$ cat config.mk
export PLATFORM = sky130hd
export DESIGN_NAME = brs_mul
export DESIGN_NICKNAME = d
export VERILOG_FILES = /design/src/rtl/core/brs_pkg.sv /design/src/rtl/core/brs_mul.sv
export SDC_FILE = /design/constraint.sdc
export NUM_CORES = 2
export LEC_CHECK = 0
export BUFFER_PORTS_ARGS = -buffer_cell sky130_fd_sc_hd__buf_2
export CAP_MARGIN = 5
export CORE_AREA = 2 2 345 347
export DETAILED_ROUTE_END_ITERATION = 16
export DIE_AREA = 0 0 347 349
export PLACE_DENSITY = 0.52
export SYNTH_ARGS = -nofsm -noshare
export SYNTH_HDL_FRONTEND = slang
export SYNTH_SLANG_ARGS = --single-unit
$ cat constraint.sdc
create_clock -name i_clk -period 19.22 [get_ports i_clk]
set_input_delay 3.844 -clock i_clk [delete_from_list [all_inputs] [get_ports i_clk]]
set_output_delay 3.844 -clock i_clk [all_outputs]
set_load 0.03 [all_outputs]
$ cat src/rtl/core/brs_pkg.sv
// Shared widths, codes, types and constants of the biquadratic root solver.
`timescale 1ns / 1ps

package brs_pkg;

    // Coefficient and root word, signed Q16.16.
    localparam int COEF_W    = 32;
    localparam int FRAC_W    = 16;

    // Shared multiplier: signed operands one bit wider than a coefficient.
    localparam int MUL_W     = COEF_W + 1;
    localparam int PROD_W    = 2 * MUL_W;

    // Discriminant b*b - 4*a*c, exact.
    localparam int D_W       = PROD_W + 1;

    // Divider numerator base (-b +/- sqrt(D)) and denominator (2*a).
    localparam int NB_W      = COEF_W + 3;
    localparam int DEN_W     = COEF_W + 2;
    localparam int DIV_NUM_W = NB_W + FRAC_W;
    localparam int DIV_DEN_W = DEN_W - 1;
    localparam int DIV_CNT_W = $clog2(DIV_NUM_W);

    // Square root unit.
    localparam int SQ_RAD_W  = PROD_W;
    localparam int SQ_ROOT_W = SQ_RAD_W / 2;
    localparam int SQ_REM_W  = SQ_ROOT_W + 2;
    localparam int SQ_CNT_W  = $clog2(SQ_ROOT_W);

    // Root buffer.
    localparam int MAX_ROOTS = 4;
    localparam int RCNT_W    = $clog2(MAX_ROOTS + 1);
    localparam int RIDX_W    = $clog2(MAX_ROOTS);

    // Running statistics.
    localparam int CNT_W     = 16;
    localparam int SUM_W     = 64;

    // Equation kinds.
    localparam logic [1:0] ACT_LIN  = 2'd0;
    localparam logic [1:0] ACT_QUAD = 2'd1;
    localparam logic [1:0] ACT_BIQ  = 2'd2;
    localparam logic [1:0] ACT_NONE = 2'd3;

    // Result status codes.
    localparam logic [1:0] ST_ROOT = 2'd0;
    localparam logic [1:0] ST_NONE = 2'd1;
    localparam logic [1:0] ST_INF  = 2'd2;

    typedef logic signed [COEF_W-1:0] t_coef;
    typedef logic signed [MUL_W-1:0]  t_mul;
    typedef logic signed [PROD_W-1:0] t_prod;
    typedef logic signed [D_W-1:0]    t_d;
    typedef logic signed [NB_W-1:0]   t_nb;
    typedef logic signed [DEN_W-1:0]  t_den;

    localparam t_coef COEF_MAX = {1'b0, {(COEF_W-1){1'b1}}};
    localparam t_coef COEF_MIN = {1'b1, {(COEF_W-1){1'b0}}};
    localparam logic [DIV_NUM_W-1:0] DIV_NEG_LIM =
        {{(DIV_NUM_W-COEF_W){1'b0}}, 1'b1, {(COEF_W-1){1'b0}}};

    // Status of an iterative unit as seen by the sequencer.
    typedef struct packed {
        logic busy;
        logic done;
    } t_unit_stat;

endpackage

$ cat src/rtl/core/brs_mul.sv
// Shared signed multiplier with a registered product.
`timescale 1ns / 1ps

module brs_mul (
    input  logic           i_clk,
    input  brs_pkg::t_mul  i_x,
    input  brs_pkg::t_mul  i_y,
    output brs_pkg::t_prod o_prod
);

    brs_pkg::t_prod r_prod;

    always_ff @(posedge i_clk) begin
        r_prod <= i_x * i_y;
    end

    assign o_prod = r_prod;

endmodule

==> impl_metrics.xml <==
<?xml version="1.0" encoding="UTF-8"?>
<metrics>
  <group name="yosys">
    <metric name="synthesis.area" unit="mm²">0.0407</metric>
    <metric name="synth_compound_area_share" unit="%">4.07</metric>
    <metric name="asyncSetResetFlopFracSynth" unit="%">0</metric>
    <metric name="yosysWarnings" unit="">0</metric>
    <metric name="yosysMostFrequentCell" unit="">fa_1</metric>
    <metric name="largest_family_of_logic_cells_by_synthesized_area" unit="">adder cells</metric>
    <metric name="synth-seq-cells" unit="">66</metric>
    <metric name="synth-edff-count" unit="">0</metric>
    <metric name="netlist_top_cells_area" unit="">fa_1 56%, inv_1 10%, and2_1 8.6%</metric>
    <metric name="synth_simple_gate_area_share" unit="%">15.8</metric>
    <metric name="synth.yosys.seq_area_share" unit="%">3.24</metric>
    <metric name="synth_top_cells_by_count" unit="">1145 x fa_1, 1131 x inv_1, 562 x and2_1</metric>
    <metric name="syn_inst" unit="">4338</metric>
    <metric name="synthFlopType" unit="">dfxtp_1</metric>
    <metric name="syn_area_per_cell" unit="µm²">9.39</metric>
    <metric name="synth_xor_xnor_area_share" unit="%">1.46</metric>
    <metric name="synthAdderAreaFrac" unit="%">62.9</metric>
    <metric name="synth_mux_area_share" unit="%">0</metric>
    <metric name="synth_top_cell_area_share" unit="%">56.3</metric>
    <metric name="synthDominantAreaCellType" unit="">fa_1</metric>
    <metric name="post_synth_num_cell_types" unit="">80</metric>
    <metric name="syn_nets" unit="">5767</metric>
  </group>
  <group name="sta">
    <metric name="report.final.hold_viol_count" unit="">0</metric>
    <metric name="setup_viol" unit="">0</metric>
    <metric name="final_max_slew_viol_count" unit="">0</metric>
    <metric name="min_period" unit="ns">11.98</metric>
    <metric name="postLayoutSetupSlackWorst" unit="ns">7.24</metric>
    <metric name="grt_setup_unrepaired" unit="">no</metric>
    <metric name="max_clock_freq" unit="MHz">83.5</metric>
    <metric name="final.setup.tns" unit="ns">0</metric>
    <metric name="timing.hold.ws" unit="ns">4.10</metric>
    <metric name="fin_crit_sh" unit="%">62.3</metric>
    <metric name="tightest_slew" unit="ns">1.10</metric>
    <metric name="timing.slew.headroom" unit="%">26.7</metric>
  </group>
  <group name="clock_tree">
    <metric name="clk_pin_slew_worst_paths" unit="ns">0.07</metric>
    <metric name="cts.htree.levels" unit="">3</metric>
    <metric name="tritoncts_clock_tree" unit="">built</metric>
    <metric name="cts_root_buffer" unit="">clkbuf_16</metric>
    <metric name="ctsHoldBuffers" unit="">0</metric>
    <metric name="cts_buffers" unit="">9</metric>
    <metric name="postCtsSetupBuffers" unit="">0</metric>
    <metric name="total_number_of_clock_tree_sinks" unit="">66</metric>
    <metric name="ctsLongestPathBuffers" unit="">2</metric>
    <metric name="post_cts_resize_count" unit="">0</metric>
  </group>
  <group name="floorplanning">
    <metric name="die_height" unit="µm">349</metric>
    <metric name="die_area" unit="mm²">0.121</metric>
    <metric name="row_count" unit="">126</metric>
    <metric name="core_region_area" unit="mm²">0.117</metric>
    <metric name="die_w" unit="µm">347</metric>
    <metric name="initial_core_util" unit="%">34.7</metric>
    <metric name="io_pins" unit="">133</metric>
  </group>
  <group name="setup_path">
    <metric name="crit_path_end_kind" unit="">register</metric>
    <metric name="start_kind" unit="">input port</metric>
    <metric name="critPathMaxStageDelay" unit="ns">1.02</metric>
    <metric name="number_of_logic_stages_on_the_critical_path_including_buffering" unit="">22</metric>
    <metric name="cp.required" unit="ns">19.53</metric>
    <metric name="crit_slowest_cell" unit="">fa_1</metric>
    <metric name="cp_num_buf_inv" unit="">4</metric>
    <metric name="dominant_cell_type_by_count_on_the_critical_path" unit="">fa_1</metric>
    <metric name="cp_data_arrival_time" unit="ns">12.29</metric>
    <metric name="cpLargestDelayFamily" unit="">adder cells</metric>
    <metric name="cell_breakdown_of_the_critical_path" unit="">buf_2 -&gt; nand2_1 -&gt; inv_1 -&gt; fa_1 -&gt; fa_1 -&gt; fa_1 -&gt; fa_1 -&gt; fa_1 -&gt; fa_1 -&gt; fa_1 -&gt; inv_1 -&gt; fa_1 -&gt; inv_1 -&gt; ha_1 -&gt; nand3_1 -&gt; nor2_1 -&gt; nand2_1 -&gt; nor3_1 -&gt; o311ai_4 -&gt; nand3_2 -&gt; a211oi_1 -&gt; a311oi_1</metric>
    <metric name="crit_fanout" unit="">33</metric>
    <metric name="setup_cp_type" unit="">in -&gt; reg</metric>
  </group>
  <group name="route">
    <metric name="antenna_violating_nets_post_route" unit="">0</metric>
    <metric name="drt-vias-per-instance" unit="">4.77</metric>
    <metric name="routed-via-count" unit="">27800</metric>
    <metric name="wl" unit="µm">115000</metric>
    <metric name="drc" unit="">0</metric>
    <metric name="drt_iter0_markers" unit="">1341</metric>
    <metric name="routed_wire_length_per_instance" unit="µm">19.7</metric>
    <metric name="drtPass1Iterations" unit="">5</metric>
  </group>
  <group name="outcome">
    <metric name="run_status" unit="">completed</metric>
  </group>
  <group name="final_layout">
    <metric name="sequential_cell_area" unit="mm²">0.00132</metric>
    <metric name="flow.area_growth_from_synthesis" unit="%">5.57</metric>
    <metric name="layout.filler_cells" unit="">12100</metric>
    <metric name="flip_flop_count_of_the_largest_register_all_copies_and_words_added" unit="">66</metric>
    <metric name="drive_gt1_share" unit="%">5.00</metric>
    <metric name="nNetsFinal" unit="">5721</metric>
    <metric name="multi_input_area" unit="mm²">0.0343</metric>
    <metric name="finalCoreUtilization" unit="%">36.6</metric>
  </group>
  <group name="place">
    <metric name="place.detailed.hpwl" unit="µm">93800</metric>
    <metric name="io_buffer_count" unit="">132</metric>
    <metric name="dp_worst_setup_slack" unit="ns">6.89</metric>
    <metric name="gp_routability_congestion" unit="">0.898</metric>
  </group>
  <group name="global_route">
    <metric name="groute.usage.overall" unit="%">20.1</metric>
    <metric name="grt_start_max_net_pins" unit="">34</metric>
    <metric name="gr-total-overflow" unit="">0</metric>
    <metric name="wire_length_of_the_first_global_routing_pass" unit="µm">185000</metric>
    <metric name="grt_pass1_vias" unit="">31000</metric>
    <metric name="grt_antenna_before_repair" unit="">9</metric>
  </group>
  <group name="hold_path">
    <metric name="hold_depth" unit="">2</metric>
    <metric name="hp-class" unit="">in -&gt; reg</metric>
  </group>
  <group name="flow_run">
    <metric name="maxCapViolCount" unit="">0</metric>
  </group>
</metrics>
==> layout make-up <==
class	count	area share (%)
Antenna cell	4	0.0233
Clock buffer	11	0.541
Clock inverter	5	0.128
Inverter	1131	9.87
Multi-Input combinational cell	2920	79.8
Sequential cell	66	3.07
Tap cell	1536	4.47
Timing Repair Buffer	164	2.09
==> metrics by stage <==
step	instances	cell area, µm²
after floorplan	4338	40700
after global placement	5817	42700
after detailed placement	5817	42700
after CTS	5833	43000
after global routing	5834	43000
final	5837	43000
==> kinds of logic after synthesis <==
kind of cell / count (synthesis)
adder cells (fa/ha/maj): 1362
buffers and inverters: 1352
AND/OR/NAND/NOR: 1271
AO/OA/AOI/OAI: 219
XOR/XNOR: 68
flip-flops: 66
==> layout by cell type, fill, tap and decap left out, types with 6 or more instances in the layout <==
cell and instances:
nand2b_1 12, nor2_1 68, inv_1 1131, a21o_1 36, buf_4 32, nor3_1 7
a21oi_1 57, nand4_1 11, and2_1 562, dfxtp_1 66, xnor2_1 43, clkbuf_16 9
nand2_1 551, buf_2 132, ha_1 217, a31oi_1 8, o21a_1 6, o21bai_1 11
nand3_1 25, fa_1 1145, o21ai_1 6, xor2_1 25, o21ai_0 25, a211oi_1 7
a211o_1 6
==> metal layers <==
layer | global-route usage (%) | routed length (µm) | vias up | share of wire, %
met5 | 0 | 28 | - | 0.024
met4 | 6.28 | 3610 | 6 | 3.1
met3 | 3.18 | 5720 | 146 | 5.0
met2 | 33.7 | 56700 | 649 | 49
met1 | 26.8 | 49000 | 14800 | 43
li1 | - | - | 12200 | -
==> final timing paths <==
path	start	end	slack, ns
hold / removal	i_y[0]	o_prod[0]$_DFF_P_	4.10
setup / recovery	i_x[32]	o_prod[64]$_DFF_P_	7.24
Power is left out: the tool's default activity adds up to more than one toggle a clock period on the data nets, which glitch-free logic cannot reach.
