--- config.mk ---
export PLATFORM = sky130hd
export DESIGN_NAME = brs_sqrt
export DESIGN_NICKNAME = d
export VERILOG_FILES = /design/src/rtl/core/brs_pkg.sv /design/src/rtl/core/brs_sqrt.sv
export SDC_FILE = /design/constraint.sdc
export NUM_CORES = 1
export LEC_CHECK = 0
export ABC_AREA = 1
export BUFFER_PORTS_ARGS = -buffer_cell sky130_fd_sc_hd__clkbuf_2
export CELL_PAD_IN_SITES_DETAIL_PLACEMENT = 1
export CELL_PAD_IN_SITES_GLOBAL_PLACEMENT = 2
export CORE_UTILIZATION = 33
export DETAILED_ROUTE_END_ITERATION = 12
export PLACE_DENSITY_LB_ADDON = 0.1
export SETUP_SLACK_MARGIN = 0.1
export SLEW_MARGIN = 20
export SYNTH_ARGS = -nofsm -noshare
export SYNTH_HDL_FRONTEND = slang
export SYNTH_SLANG_ARGS = --single-unit
--- constraint.sdc ---
create_clock -name i_clk -period 4 [get_ports i_clk]
set_input_delay 0.4 -clock i_clk [delete_from_list [all_inputs] [get_ports i_clk]]
set_output_delay 0.4 -clock i_clk [all_outputs]
set_load 0.02 [all_outputs]
--- src/rtl/core/brs_pkg.sv ---
// Shared widths, codes, types and constants of the biquadratic root solver.
`timescale 1ns / 1ps

package brs_pkg;

    // Coefficient and root word, signed Q16.16.
    localparam int COEF_W    = 32;
    localparam int FRAC_W    = 16;

    // Shared multiplier: signed operands one bit wider than a coefficient.
    localparam int MUL_W     = COEF_W + 1;
    localparam int PROD_W    = 2 * MUL_W;

    // Discriminant b*b - 4*a*c, exact.
    localparam int D_W       = PROD_W + 1;

    // Divider numerator base (-b +/- sqrt(D)) and denominator (2*a).
    localparam int NB_W      = COEF_W + 3;
    localparam int DEN_W     = COEF_W + 2;
    localparam int DIV_NUM_W = NB_W + FRAC_W;
    localparam int DIV_DEN_W = DEN_W - 1;
    localparam int DIV_CNT_W = $clog2(DIV_NUM_W);

    // Square root unit.
    localparam int SQ_RAD_W  = PROD_W;
    localparam int SQ_ROOT_W = SQ_RAD_W / 2;
    localparam int SQ_REM_W  = SQ_ROOT_W + 2;
    localparam int SQ_CNT_W  = $clog2(SQ_ROOT_W);

    // Root buffer.
    localparam int MAX_ROOTS = 4;
    localparam int RCNT_W    = $clog2(MAX_ROOTS + 1);
    localparam int RIDX_W    = $clog2(MAX_ROOTS);

    // Running statistics.
    localparam int CNT_W     = 16;
    localparam int SUM_W     = 64;

    // Equation kinds.
    localparam logic [1:0] ACT_LIN  = 2'd0;
    localparam logic [1:0] ACT_QUAD = 2'd1;
    localparam logic [1:0] ACT_BIQ  = 2'd2;
    localparam logic [1:0] ACT_NONE = 2'd3;

    // Result status codes.
    localparam logic [1:0] ST_ROOT = 2'd0;
    localparam logic [1:0] ST_NONE = 2'd1;
    localparam logic [1:0] ST_INF  = 2'd2;

    typedef logic signed [COEF_W-1:0] t_coef;
    typedef logic signed [MUL_W-1:0]  t_mul;
    typedef logic signed [PROD_W-1:0] t_prod;
    typedef logic signed [D_W-1:0]    t_d;
    typedef logic signed [NB_W-1:0]   t_nb;
    typedef logic signed [DEN_W-1:0]  t_den;

    localparam t_coef COEF_MAX = {1'b0, {(COEF_W-1){1'b1}}};
    localparam t_coef COEF_MIN = {1'b1, {(COEF_W-1){1'b0}}};
    localparam logic [DIV_NUM_W-1:0] DIV_NEG_LIM =
        {{(DIV_NUM_W-COEF_W){1'b0}}, 1'b1, {(COEF_W-1){1'b0}}};

    // Status of an iterative unit as seen by the sequencer.
    typedef struct packed {
        logic busy;
        logic done;
    } t_unit_stat;

endpackage

--- src/rtl/core/brs_sqrt.sv ---
// Restoring integer square root, one root bit per cycle.
`timescale 1ns / 1ps

module brs_sqrt (
    input  logic                            i_clk,
    input  logic                            i_rst_n,
    input  logic                            i_start,
    input  logic [brs_pkg::SQ_RAD_W-1:0]    i_rad,
    output brs_pkg::t_unit_stat             o_stat,
    output logic [brs_pkg::SQ_ROOT_W-1:0]   o_root
);

    logic                            r_busy, n_busy;
    logic                            r_done, n_done;
    logic [brs_pkg::SQ_CNT_W-1:0]    r_cnt, n_cnt;
    logic [brs_pkg::SQ_RAD_W-1:0]    r_rad, n_rad;
    logic [brs_pkg::SQ_REM_W-1:0]    r_rem, n_rem;
    logic [brs_pkg::SQ_ROOT_W-1:0]   r_root, n_root;
    logic [brs_pkg::SQ_REM_W+1:0]    rem_sh;
    logic [brs_pkg::SQ_REM_W+1:0]    trial;
    logic [brs_pkg::SQ_REM_W+1:0]    rem_sub;

    always_comb begin
        rem_sh  = {r_rem, r_rad[brs_pkg::SQ_RAD_W-1 -: 2]};
        trial   = {2'b00, r_root, 2'b01};
        rem_sub = rem_sh - trial;
        n_busy  = r_busy;
        n_done  = 1'b0;
        n_cnt   = r_cnt;
        n_rad   = r_rad;
        n_rem   = r_rem;
        n_root  = r_root;
        if (i_start) begin
            n_busy = 1'b1;
            n_cnt  = '0;
            n_rad  = i_rad;
            n_rem  = '0;
            n_root = '0;
        end else if (r_busy) begin
            // Two radicand bits per step against the trial value 4*root+1.
            n_rad = {r_rad[brs_pkg::SQ_RAD_W-3:0], 2'b00};
            if (rem_sh >= trial) begin
                n_rem  = rem_sub[brs_pkg::SQ_REM_W-1:0];
                n_root = {r_root[brs_pkg::SQ_ROOT_W-2:0], 1'b1};
            end else begin
                n_rem  = rem_sh[brs_pkg::SQ_REM_W-1:0];
                n_root = {r_root[brs_pkg::SQ_ROOT_W-2:0], 1'b0};
            end
            n_cnt = r_cnt + 1'b1;
            if (r_cnt == brs_pkg::SQ_CNT_W'(brs_pkg::SQ_ROOT_W - 1)) begin
                n_busy = 1'b0;
                n_done = 1'b1;
            end
        end
    end

    always_ff @(posedge i_clk) begin
        if (!i_rst_n) begin
            r_busy <= 1'b0;
            r_done <= 1'b0;
            r_cnt  <= '0;
        end else begin
            r_busy <= n_busy;
            r_done <= n_done;
            r_cnt  <= n_cnt;
        end
    end

    always_ff @(posedge i_clk) begin
        r_rad  <= n_rad;
        r_rem  <= n_rem;
        r_root <= n_root;
    end

    assign o_stat.busy = r_busy;
    assign o_stat.done = r_done;
    assign o_root      = r_root;

endmodule

==> out/qor.yml <==
synth.most_common_cell: "nand2_1"
fin_nets: 1442
ant_nets: 0
cp-start-kind: "register"
holdBufCountCts: 0
cp_common_cell: "nand2_1"
p_switching_uw: 3910
syn2layout_area_growth_pct: 16.78
setup_slack_ns: 1.092
tns_ns: 0
internal_power_uw: 3862
yosys.area.top_type: "nand2_1"
cpLargestDelayFamily: "simple AND/OR/NAND/NOR gates"
yosysUniqueCellTypes: 35
cp_max_fo: 44
ff2ff_path_depth: 12
synth.avg_cell_area_um2: 6.775
drv_slew: 0
required_ns: 4.32
cts-resized-gates: 0
hold_slack_ns: 0.2184
cts_tree: "built"
synthTopCellsByCount: "nand2_1 (582), inv_1 (180), dfxtp_1 (76)"
cp_cell_sequence: "inv_1, ha_1, a21oi_1, nand2_1, a21oi_1, nand3_2, nand2_4, nand2_8, inv_2, nand2_1, nand3_1, nand2_1"
root_buffer: "clkbuf_16"
total_power_uw: 7772
rsz0062_at_grt: "false"
rows: 58
tightest_slew_ns: 0.9500
fin_crit_sh: 0.7271
wl_per_cell_um: 15.10
gp_congestion: 0.8909
die_h_um: 161.8
path_depth: 12
yosysSeqAreaShare: 0.4157
clock.fmax_mhz: 343.8
postCtsSetupRepairBufs: 0
cts_buffer_depth: 2
finalCriticalPeriod_ns: 2.909
setup_violations: 0
viasPerCell: 4.628
peakVddDrop_uv: 362.2
n_antenna_cell: 0
maxCapViolCount: 0
ys.flop_type: "dfxtp_1"
leakage_uw: 0.005187
fp.dieW_um: 161.8
synth_fp_nets: 1350
vias: 7771
synth-seq-cells: 142
max_stage_delay_ns: 0.37
grt_pass1_vias: 7977
grt_use_total: 0.2015
synth_edf_count: 66
hold_path_class: "in2reg"
grt_pass1_wl_mm: 41.13
min_delay_path_depth: 3
grt-ovfl-total: 0
clock_sinks: 142
swShare: 0.5031
cts_htree_levels: 4
end_kind: "register"
synthCells: 1244
power_density_mw_per_mm2: 789.7
combPwrFrac: 0.559
routed_wl_mm: 25.35
die-area_mm2: 0.02618
pre_cts_ws_ns: 1.066
status: "complete, no violations"
ys_warn_count: 0
slew_headroom: 0.3660
antenna_found_initial: 1
detail_route.iter0.violations: 261
hold_violations: 0
cts.clk_slew.worst_paths_ns: 0.07
yosys.area.top_type_share: 0.2592
port_buffers: 103
crit_type: "reg2reg"
p_clk_frac: 0.209
insertion_delay_ns: 0.43
arrival_ns: 3.23
clock-skew-final_ns: 0.01675
synthArstFlopShare: 0
slowest_stage: "inv_2"
drcViolationCount: 0
start_util: 0.3357
core_mm2: 0.02511
first_pass_iters: 5
drive_above_1_share: 0.1127
netlist_area_mm2: 0.008428
cts_buffers: 17
num_io_pins: 104
crit_buf_inv: 2
power_frac_seq: 0.232
hpwl_mm: 19.09
synthTopCellsByArea: "nand2_1 (26%), edfxtp_1 (24%), dfxtp_1 (18%)"
fin_util: 0.3920
grt_max_degree: 52
-- kinds of logic (layout without fill, tap and decap cells) --
| kind of cell | count (synthesis) | after routing | synth area share |
|---|---|---|---|
| AO/OA/AOI/OAI | 75 | 75 | 0.05077 |
| XOR/XNOR | 15 | 15 | 0.01559 |
| flip-flops | 142 | 142 | 0.4157 |
| buffers and inverters | 218 | 323 | 0.1021 |
| AND/OR/NAND/NOR | 757 | 757 | 0.3609 |
| adder cells (fa/ha/maj) | 37 | 37 | 0.05493 |
-- final timing paths --
check | slack (ns) | endpoint | start
worst max register to register | 1.09 | r_rem[32] | o_root[18]
worst min-delay path | 0.22 | r_rad[0] | i_rad[0]
worst max-delay path | 1.09 | r_rem[32] | o_root[18]
worst min register to register | 0.48 | r_rem[34] | r_rem[34]
-- sequential cells by signal, indices dropped and copies added, names as in the netlist --
| register | cells |
|---|---|
| r_rad | 66 |
| r_cnt | 6 |
| o_root | 33 |
| r_busy | 1 |
| r_rem | 35 |
| r_done | 1 |
-- per-layer routing --
| metal | share of wire | up-vias | track usage | wire length, um |
|---|---|---|---|---|
| met5 | 0 | - | 0 | 0 |
| met4 | 0.016 | 0 | 0.06304 | 415 |
| met3 | 0.037 | 21 | 0.03779 | 938 |
| met2 | 0.47 | 115 | 0.3459 | 11960 |
| met1 | 0.47 | 3581 | 0.2542 | 12030 |
| li1 | - | 4054 | - | - |
-- worst reg2reg max path: cells and delay by family (launching register included) --
kind	cells	cell delay, ns
AOI/OAI and AO/OA	2	0.63
adders and majority gates	1	0.36
buffers and inverters	2	0.44
DFF	1	0.33
and+or+nand+nor	7	1.02
-- layout make-up --
cell class / count / area, um^2
clock inverter: 15 / 172.7
timing repair buffer: 109 / 573.1
fill: 3360 / 15270
sequential: 142 / 3503
clock buffer: 17 / 425.4
tap: 330 / 412.9
inverter: 182 / 685.7
multi-input combinational: 884 / 4069
-- power groups by stage --
stage | sequential [uW] | clock (uW) | combinational [uW]
after global routing | 1820 | 1730 | 4950
after detailed placement | 1840 | 0 | 4390
after global placement | 1830 | 0 | 4360
after CTS | 1810 | 1680 | 4420
after floorplan | 1810 | 0 | 3200
final | 1800 | 1620 | 4350
-- through the flow --
stage	cell area (um^2)	cells
floorplan	8428	1244
global placement	9244	1647
detailed placement	9244	1647
CTS	9842	1679
global route	9842	1679
finish	9842	1679
-- placed cells by master (no fill, tap or decap), types with 2 or more instances in the layout --
| master | instances |
|---|---|
| nor2_2 | 3 |
| clkinv_8 | 5 |
| clkinv_4 | 2 |
| xor2_1 | 10 |
| o21ai_1 | 8 |
| nand2_1 | 582 |
| clkbuf_16 | 17 |
| nor3_1 | 10 |
| inv_8 | 3 |
| edfxtp_1 | 66 |
| inv_6 | 4 |
| buf_4 | 5 |
| nand3_1 | 71 |
| o22ai_1 | 32 |
| nand4_1 | 7 |
| inv_2 | 2 |
| dfxtp_1 | 76 |
| nor2_1 | 68 |
| clkbuf_2 | 103 |
| nand3b_1 | 3 |
| inv_1 | 179 |
| o21ai_0 | 7 |
| nor3b_1 | 3 |
| ha_1 | 37 |
| and2_1 | 4 |
| o21bai_1 | 3 |
| a21oi_1 | 23 |
| xnor2_1 | 5 |
No activity file was read; power rests on OpenSTA's default activity.
