## src/rtl/core/brs_pkg.sv

```systemverilog
// Shared widths, codes, types and constants of the biquadratic root solver.
`timescale 1ns / 1ps

package brs_pkg;

    // Coefficient and root word, signed Q16.16.
    localparam int COEF_W    = 32;
    localparam int FRAC_W    = 16;

    // Shared multiplier: signed operands one bit wider than a coefficient.
    localparam int MUL_W     = COEF_W + 1;
    localparam int PROD_W    = 2 * MUL_W;

    // Discriminant b*b - 4*a*c, exact.
    localparam int D_W       = PROD_W + 1;

    // Divider numerator base (-b +/- sqrt(D)) and denominator (2*a).
    localparam int NB_W      = COEF_W + 3;
    localparam int DEN_W     = COEF_W + 2;
    localparam int DIV_NUM_W = NB_W + FRAC_W;
    localparam int DIV_DEN_W = DEN_W - 1;
    localparam int DIV_CNT_W = $clog2(DIV_NUM_W);

    // Square root unit.
    localparam int SQ_RAD_W  = PROD_W;
    localparam int SQ_ROOT_W = SQ_RAD_W / 2;
    localparam int SQ_REM_W  = SQ_ROOT_W + 2;
    localparam int SQ_CNT_W  = $clog2(SQ_ROOT_W);

    // Root buffer.
    localparam int MAX_ROOTS = 4;
    localparam int RCNT_W    = $clog2(MAX_ROOTS + 1);
    localparam int RIDX_W    = $clog2(MAX_ROOTS);

    // Running statistics.
    localparam int CNT_W     = 16;
    localparam int SUM_W     = 64;

    // Equation kinds.
    localparam logic [1:0] ACT_LIN  = 2'd0;
    localparam logic [1:0] ACT_QUAD = 2'd1;
    localparam logic [1:0] ACT_BIQ  = 2'd2;
    localparam logic [1:0] ACT_NONE = 2'd3;

    // Result status codes.
    localparam logic [1:0] ST_ROOT = 2'd0;
    localparam logic [1:0] ST_NONE = 2'd1;
    localparam logic [1:0] ST_INF  = 2'd2;

    typedef logic signed [COEF_W-1:0] t_coef;
    typedef logic signed [MUL_W-1:0]  t_mul;
    typedef logic signed [PROD_W-1:0] t_prod;
    typedef logic signed [D_W-1:0]    t_d;
    typedef logic signed [NB_W-1:0]   t_nb;
    typedef logic signed [DEN_W-1:0]  t_den;

    localparam t_coef COEF_MAX = {1'b0, {(COEF_W-1){1'b1}}};
    localparam t_coef COEF_MIN = {1'b1, {(COEF_W-1){1'b0}}};
    localparam logic [DIV_NUM_W-1:0] DIV_NEG_LIM =
        {{(DIV_NUM_W-COEF_W){1'b0}}, 1'b1, {(COEF_W-1){1'b0}}};

    // Status of an iterative unit as seen by the sequencer.
    typedef struct packed {
        logic busy;
        logic done;
    } t_unit_stat;

endpackage

```

## src/rtl/core/brs_div.sv

```systemverilog
// Restoring divider on magnitudes, one quotient bit per cycle.
`timescale 1ns / 1ps

module brs_div (
    input  logic                            i_clk,
    input  logic                            i_rst_n,
    input  logic                            i_start,
    input  logic [brs_pkg::DIV_NUM_W-1:0]   i_num,
    input  logic [brs_pkg::DIV_DEN_W-1:0]   i_den,
    output brs_pkg::t_unit_stat             o_stat,
    output logic [brs_pkg::DIV_NUM_W-1:0]   o_quo
);

    logic                            r_busy, n_busy;
    logic                            r_done, n_done;
    logic [brs_pkg::DIV_CNT_W-1:0]   r_cnt, n_cnt;
    logic [brs_pkg::DIV_DEN_W-1:0]   r_rem, n_rem;
    logic [brs_pkg::DIV_DEN_W-1:0]   r_den, n_den;
    logic [brs_pkg::DIV_NUM_W-1:0]   r_quo, n_quo;
    logic [brs_pkg::DIV_DEN_W:0]     rem_sh;
    logic [brs_pkg::DIV_DEN_W:0]     rem_sub;

    always_comb begin
        rem_sh  = {r_rem, r_quo[brs_pkg::DIV_NUM_W-1]};
        rem_sub = rem_sh - {1'b0, r_den};
        n_busy  = r_busy;
        n_done  = 1'b0;
        n_cnt   = r_cnt;
        n_rem   = r_rem;
        n_den   = r_den;
        n_quo   = r_quo;
        if (i_start) begin
            n_busy = 1'b1;
            n_cnt  = '0;
            n_rem  = '0;
            n_den  = i_den;
            n_quo  = i_num;
        end else if (r_busy) begin
            // The dividend shifts out of the top while quotient bits enter below.
            if (rem_sh >= {1'b0, r_den}) begin
                n_rem = rem_sub[brs_pkg::DIV_DEN_W-1:0];
                n_quo = {r_quo[brs_pkg::DIV_NUM_W-2:0], 1'b1};
            end else begin
                n_rem = rem_sh[brs_pkg::DIV_DEN_W-1:0];
                n_quo = {r_quo[brs_pkg::DIV_NUM_W-2:0], 1'b0};
            end
            n_cnt = r_cnt + 1'b1;
            if (r_cnt == brs_pkg::DIV_CNT_W'(brs_pkg::DIV_NUM_W - 1)) begin
                n_busy = 1'b0;
                n_done = 1'b1;
            end
        end
    end

    always_ff @(posedge i_clk) begin
        if (!i_rst_n) begin
            r_busy <= 1'b0;
            r_done <= 1'b0;
            r_cnt  <= '0;
        end else begin
            r_busy <= n_busy;
            r_done <= n_done;
            r_cnt  <= n_cnt;
        end
    end

    always_ff @(posedge i_clk) begin
        r_rem <= n_rem;
        r_den <= n_den;
        r_quo <= n_quo;
    end

    assign o_stat.busy = r_busy;
    assign o_stat.done = r_done;
    assign o_quo       = r_quo;

endmodule

```

## config.mk

```make
export PLATFORM = sky130hd
export DESIGN_NAME = brs_div
export DESIGN_NICKNAME = d
export VERILOG_FILES = /design/src/rtl/core/brs_pkg.sv /design/src/rtl/core/brs_div.sv
export SDC_FILE = /design/constraint.sdc
export NUM_CORES = 1
export LEC_CHECK = 0
export BUFFER_PORTS_ARGS = -buffer_cell sky130_fd_sc_hd__buf_2
export CAP_MARGIN = 20
export CORE_MARGIN = 3
export CORE_UTILIZATION = 60
export DETAILED_ROUTE_END_ITERATION = 7
export PLACE_DENSITY = 0.95
export SLEW_MARGIN = 20
export SYNTH_ARGS = -nofsm -noshare
export SYNTH_HDL_FRONTEND = slang
export SYNTH_SLANG_ARGS = --single-unit
export TNS_END_PERCENT = 50
```

## constraint.sdc

```tcl
create_clock -name i_clk -period 7.8 [get_ports i_clk]
set_input_delay 0.39 -clock i_clk [delete_from_list [all_inputs] [get_ports i_clk]]
set_output_delay 0.39 -clock i_clk [all_outputs]
set_load 0.02 [all_outputs]
```

==> run_results.csv <==
group,metric,value,unit
finish,area_growth_syn_to_layout,20.0,%
critical_path,timing.critical_path.buf_inv,2,
power,finalPower,2.10,mW
finish,multiInputGateArea,0.00321,sq mm
finish,post-route-util,74.8,%
logic_synthesis,yosysUniqueCellTypes,59,
critical_path,slowest_stage,"or4_1",
floorplan,fp.dieArea,0.0128,sq mm
sta,worst_slack,3.98,ns
finish,final_common_cell,"buf_2",
power,p_switching,0.602,mW
grt,antenna_found_initial,0,
finish,seqCellArea,0.00334,sq mm
detailed_routing,num_vias,5650,
logic_synthesis,synth_nets,794,
detailed_routing,wl_per_cell,17.6,um
logic_synthesis,ys.flop_type,"edfxtp_1",
sta,period_minus_slack,3.82,ns
finish,final_cell_mix,"buf_2, edfxtp_1, nand2_1",
outcome,status,"finished, final reports clean",
power,power.share.sequential,38.8,%
logic_synthesis,yosys.area.top_type,"edfxtp_1",
floorplan,die_w,113,um
power,comb_power_share,21.3,%
clocking,cts_resized,0,
critical_path,cp_max_fo,20,
logic_synthesis,syn_area_per_cell,10.3,sq um
logic_synthesis,ys_seq_area_share,48.6,%
placement,portBuffers,139,
placement,dp_hpwl,11300,um
clocking,cts_hold_buf,0,
critical_path,path_cells,"inv_1 -> ha_1 -> nand2_1 -> or4_1 -> or4_1 -> a311oi_2 -> or2_1 -> buf_4 -> mux2_1 -> mux2i_1 -> a311oi_1",
critical_path,crit_top_cell,"or4_1",
power,p_leak,3.48,nW
floorplan,die_h,113,um
floorplan,rows,38,
clocking,cts_buffers,17,
placement,place.gp.congestion,0.898,
logic_synthesis,synth_edf_count,84,
sta,period_share,49.0,%
sta,setup_viol,0,
power,pwr-share-clk,39.9,%
detailed_routing,drtPass1Iterations,5,
logic_synthesis,syn_area,0.00688,sq mm
sta,slew_viol_final,0,
critical_path,crit_family,"simple AND/OR/NAND/NOR gates",
logic_synthesis,async_flop_share,0,%
power,p_per_area,254,mW/mm^2
power,peakVddDrop,0.000210,V
detailed_routing,drtAntennaViolNets,0,
floorplan,core,0.0110,sq mm
clocking,clk_pin_slew_worst_paths,0.06,ns
logic_synthesis,ys_warn_count,0,
clocking,cts_tree,"yes",
logic_synthesis,ys_seq_elements,125,
grt,grt_first_pass_wirelength,27900,um
finish,drive_gt1_share,28.6,%
sta,fmax,262,MHz
clocking,cts_root_buf,"clkbuf_16",
finish,layout.nets,920,
detailed_routing,via_per_inst,5.95,
power,p_int,1.50,mW
clocking,cts_sinks,125,
grt,grt_max_degree,69,
clocking,cts.path.max_buffers,2,
grt,grt.total_usage,27.3,%
critical_path,critPathLaunchType,"register",
run,drv_cap,0,
critical_path,end_kind,"register",
power,power.share.switching,28.7,%
sta,finalHoldViolations,0,
clocking,post_cts_buffers,0,
clocking,clk_latency,0.42,ns
sta,fin_tns_setup,0,ns
placement,place_ws,4.06,ns
clocking,htree_num_levels,4,
grt,first_global_vias,5848,
critical_path,required,8.06,ns
sta,fin_skew,0.0102,ns
critical_path,cpPeakStageDelay,0.55,ns
logic_synthesis,synth_cells,671,
logic_synthesis,synth_area_leaders,"edfxtp_1, dfxtp_1, mux2_2, ha_1, nand2_1",
detailed_routing,drcViolationCount,0,
finish,n_fill_cell,760,
floorplan,start_util,62.4,%
detailed_routing,drt_iter0_markers,501,
logic_synthesis,netlist.area_leader.share,36.7,%
finish,diodes,0,
sta,relSlewSlack,42.5,%
sta,timing.hold.ws,0.149,ns
floorplan,pin_count,140,
detailed_routing,wl,16700,um
sta,tightest_slew,0.861,ns
critical_path,critical_path_class,"reg2reg",
grt,overflow,0,
sta,rsz0062_at_grt,"no",
hold_path,min_path_type,"in2reg",
critical_path,cp.arrival,4.07,ns
[cells in the mapped netlist (3+ instances only)]
| library cell | count |
|---|---|
| buf_4 | 6 |
| o211ai_1 | 6 |
| buf_2 | 4 |
| xor2_1 | 11 |
| nand2b_1 | 4 |
| clkbuf_1 | 22 |
| a211oi_1 | 6 |
| or3_1 | 3 |
| nor3_1 | 12 |
| nor2_1 | 62 |
| mux2i_1 | 4 |
| mux2_2 | 53 |
| nand2_1 | 78 |
| inv_1 | 44 |
| nor2b_1 | 4 |
| xnor2_1 | 14 |
| o21a_1 | 4 |
| buf_1 | 3 |
| o31ai_1 | 3 |
| o22ai_1 | 3 |
| nand3_1 | 11 |
| a31oi_1 | 3 |
| a311oi_1 | 19 |
| nand4_1 | 11 |
| nor4_1 | 3 |
| and3_1 | 5 |
| dfxtp_1 | 41 |
| o21ai_0 | 21 |
| o21bai_1 | 3 |
| edfxtp_1 | 84 |
| a21oi_1 | 46 |
| a21o_1 | 8 |
| ha_1 | 35 |
[routing by layer]
metal  GRT usage, %  part of all wire, %
met1           32.6                   39
met3           8.13                  7.7
met4           10.5                  2.1
met5              0                    0
met2           46.6                   51
[per-stage QoR]
step           area, sq um  std cells
2_1_floorplan         6880        671
3_3_place_gp          7620        918
3_5_place_dp          7620        918
4_1_cts               8250        950
5_1_grt               8250        950
6_report              8250        950
[state kept, by name, summed over array words and instances (netlist names)]
name / flops
r_done: 1
o_quo: 51
r_rem: 33
r_cnt: 6
r_busy: 1
r_den: 33
[kinds of logic after synthesis]
logic type / Yosys count / share of synthesized area [%]
simple gates: 203 / 13.1
xor+xnor: 25 / 3.18
compound gates: 144 / 14.1
flops: 125 / 48.6
fa+ha+maj: 36 / 6.66
mux: 58 / 9.42
buf+inv: 80 / 4.87
[final cells by class]
cell class,count,area share (%)
Multi-Input combinational cell,466,38.9
Sequential cell,125,40.5
Inverter,44,2.00
Clock inverter,13,2.26
Timing Repair Buffer,143,8.82
Clock buffer,19,5.37
Tap cell,140,2.12
[final timing paths]
check        startpoint        end  slack, ns  depth (start not counted)
max           r_den[15]  r_rem[28]       3.98                         11
min           i_den[11]  r_den[11]       0.15                          1
max reg2reg   r_den[15]  r_rem[28]       3.98                         11
min reg2reg   r_rem[20]  r_rem[20]       0.49                          2
[power groups by stage]
| stage | clock network (mW) | registers, mW | logic (mW) |
|---|---|---|---|
| 2_1_floorplan | 0 | 0.855 | 0.288 |
| 3_3_place_gp | 0 | 0.823 | 0.425 |
| 3_5_place_dp | 0 | 0.825 | 0.436 |
| 4_1_cts | 0.847 | 0.815 | 0.444 |
| 5_1_grt | 0.875 | 0.822 | 0.494 |
| 6_report | 0.838 | 0.815 | 0.447 |
No activity file was read; power rests on OpenSTA's default activity.
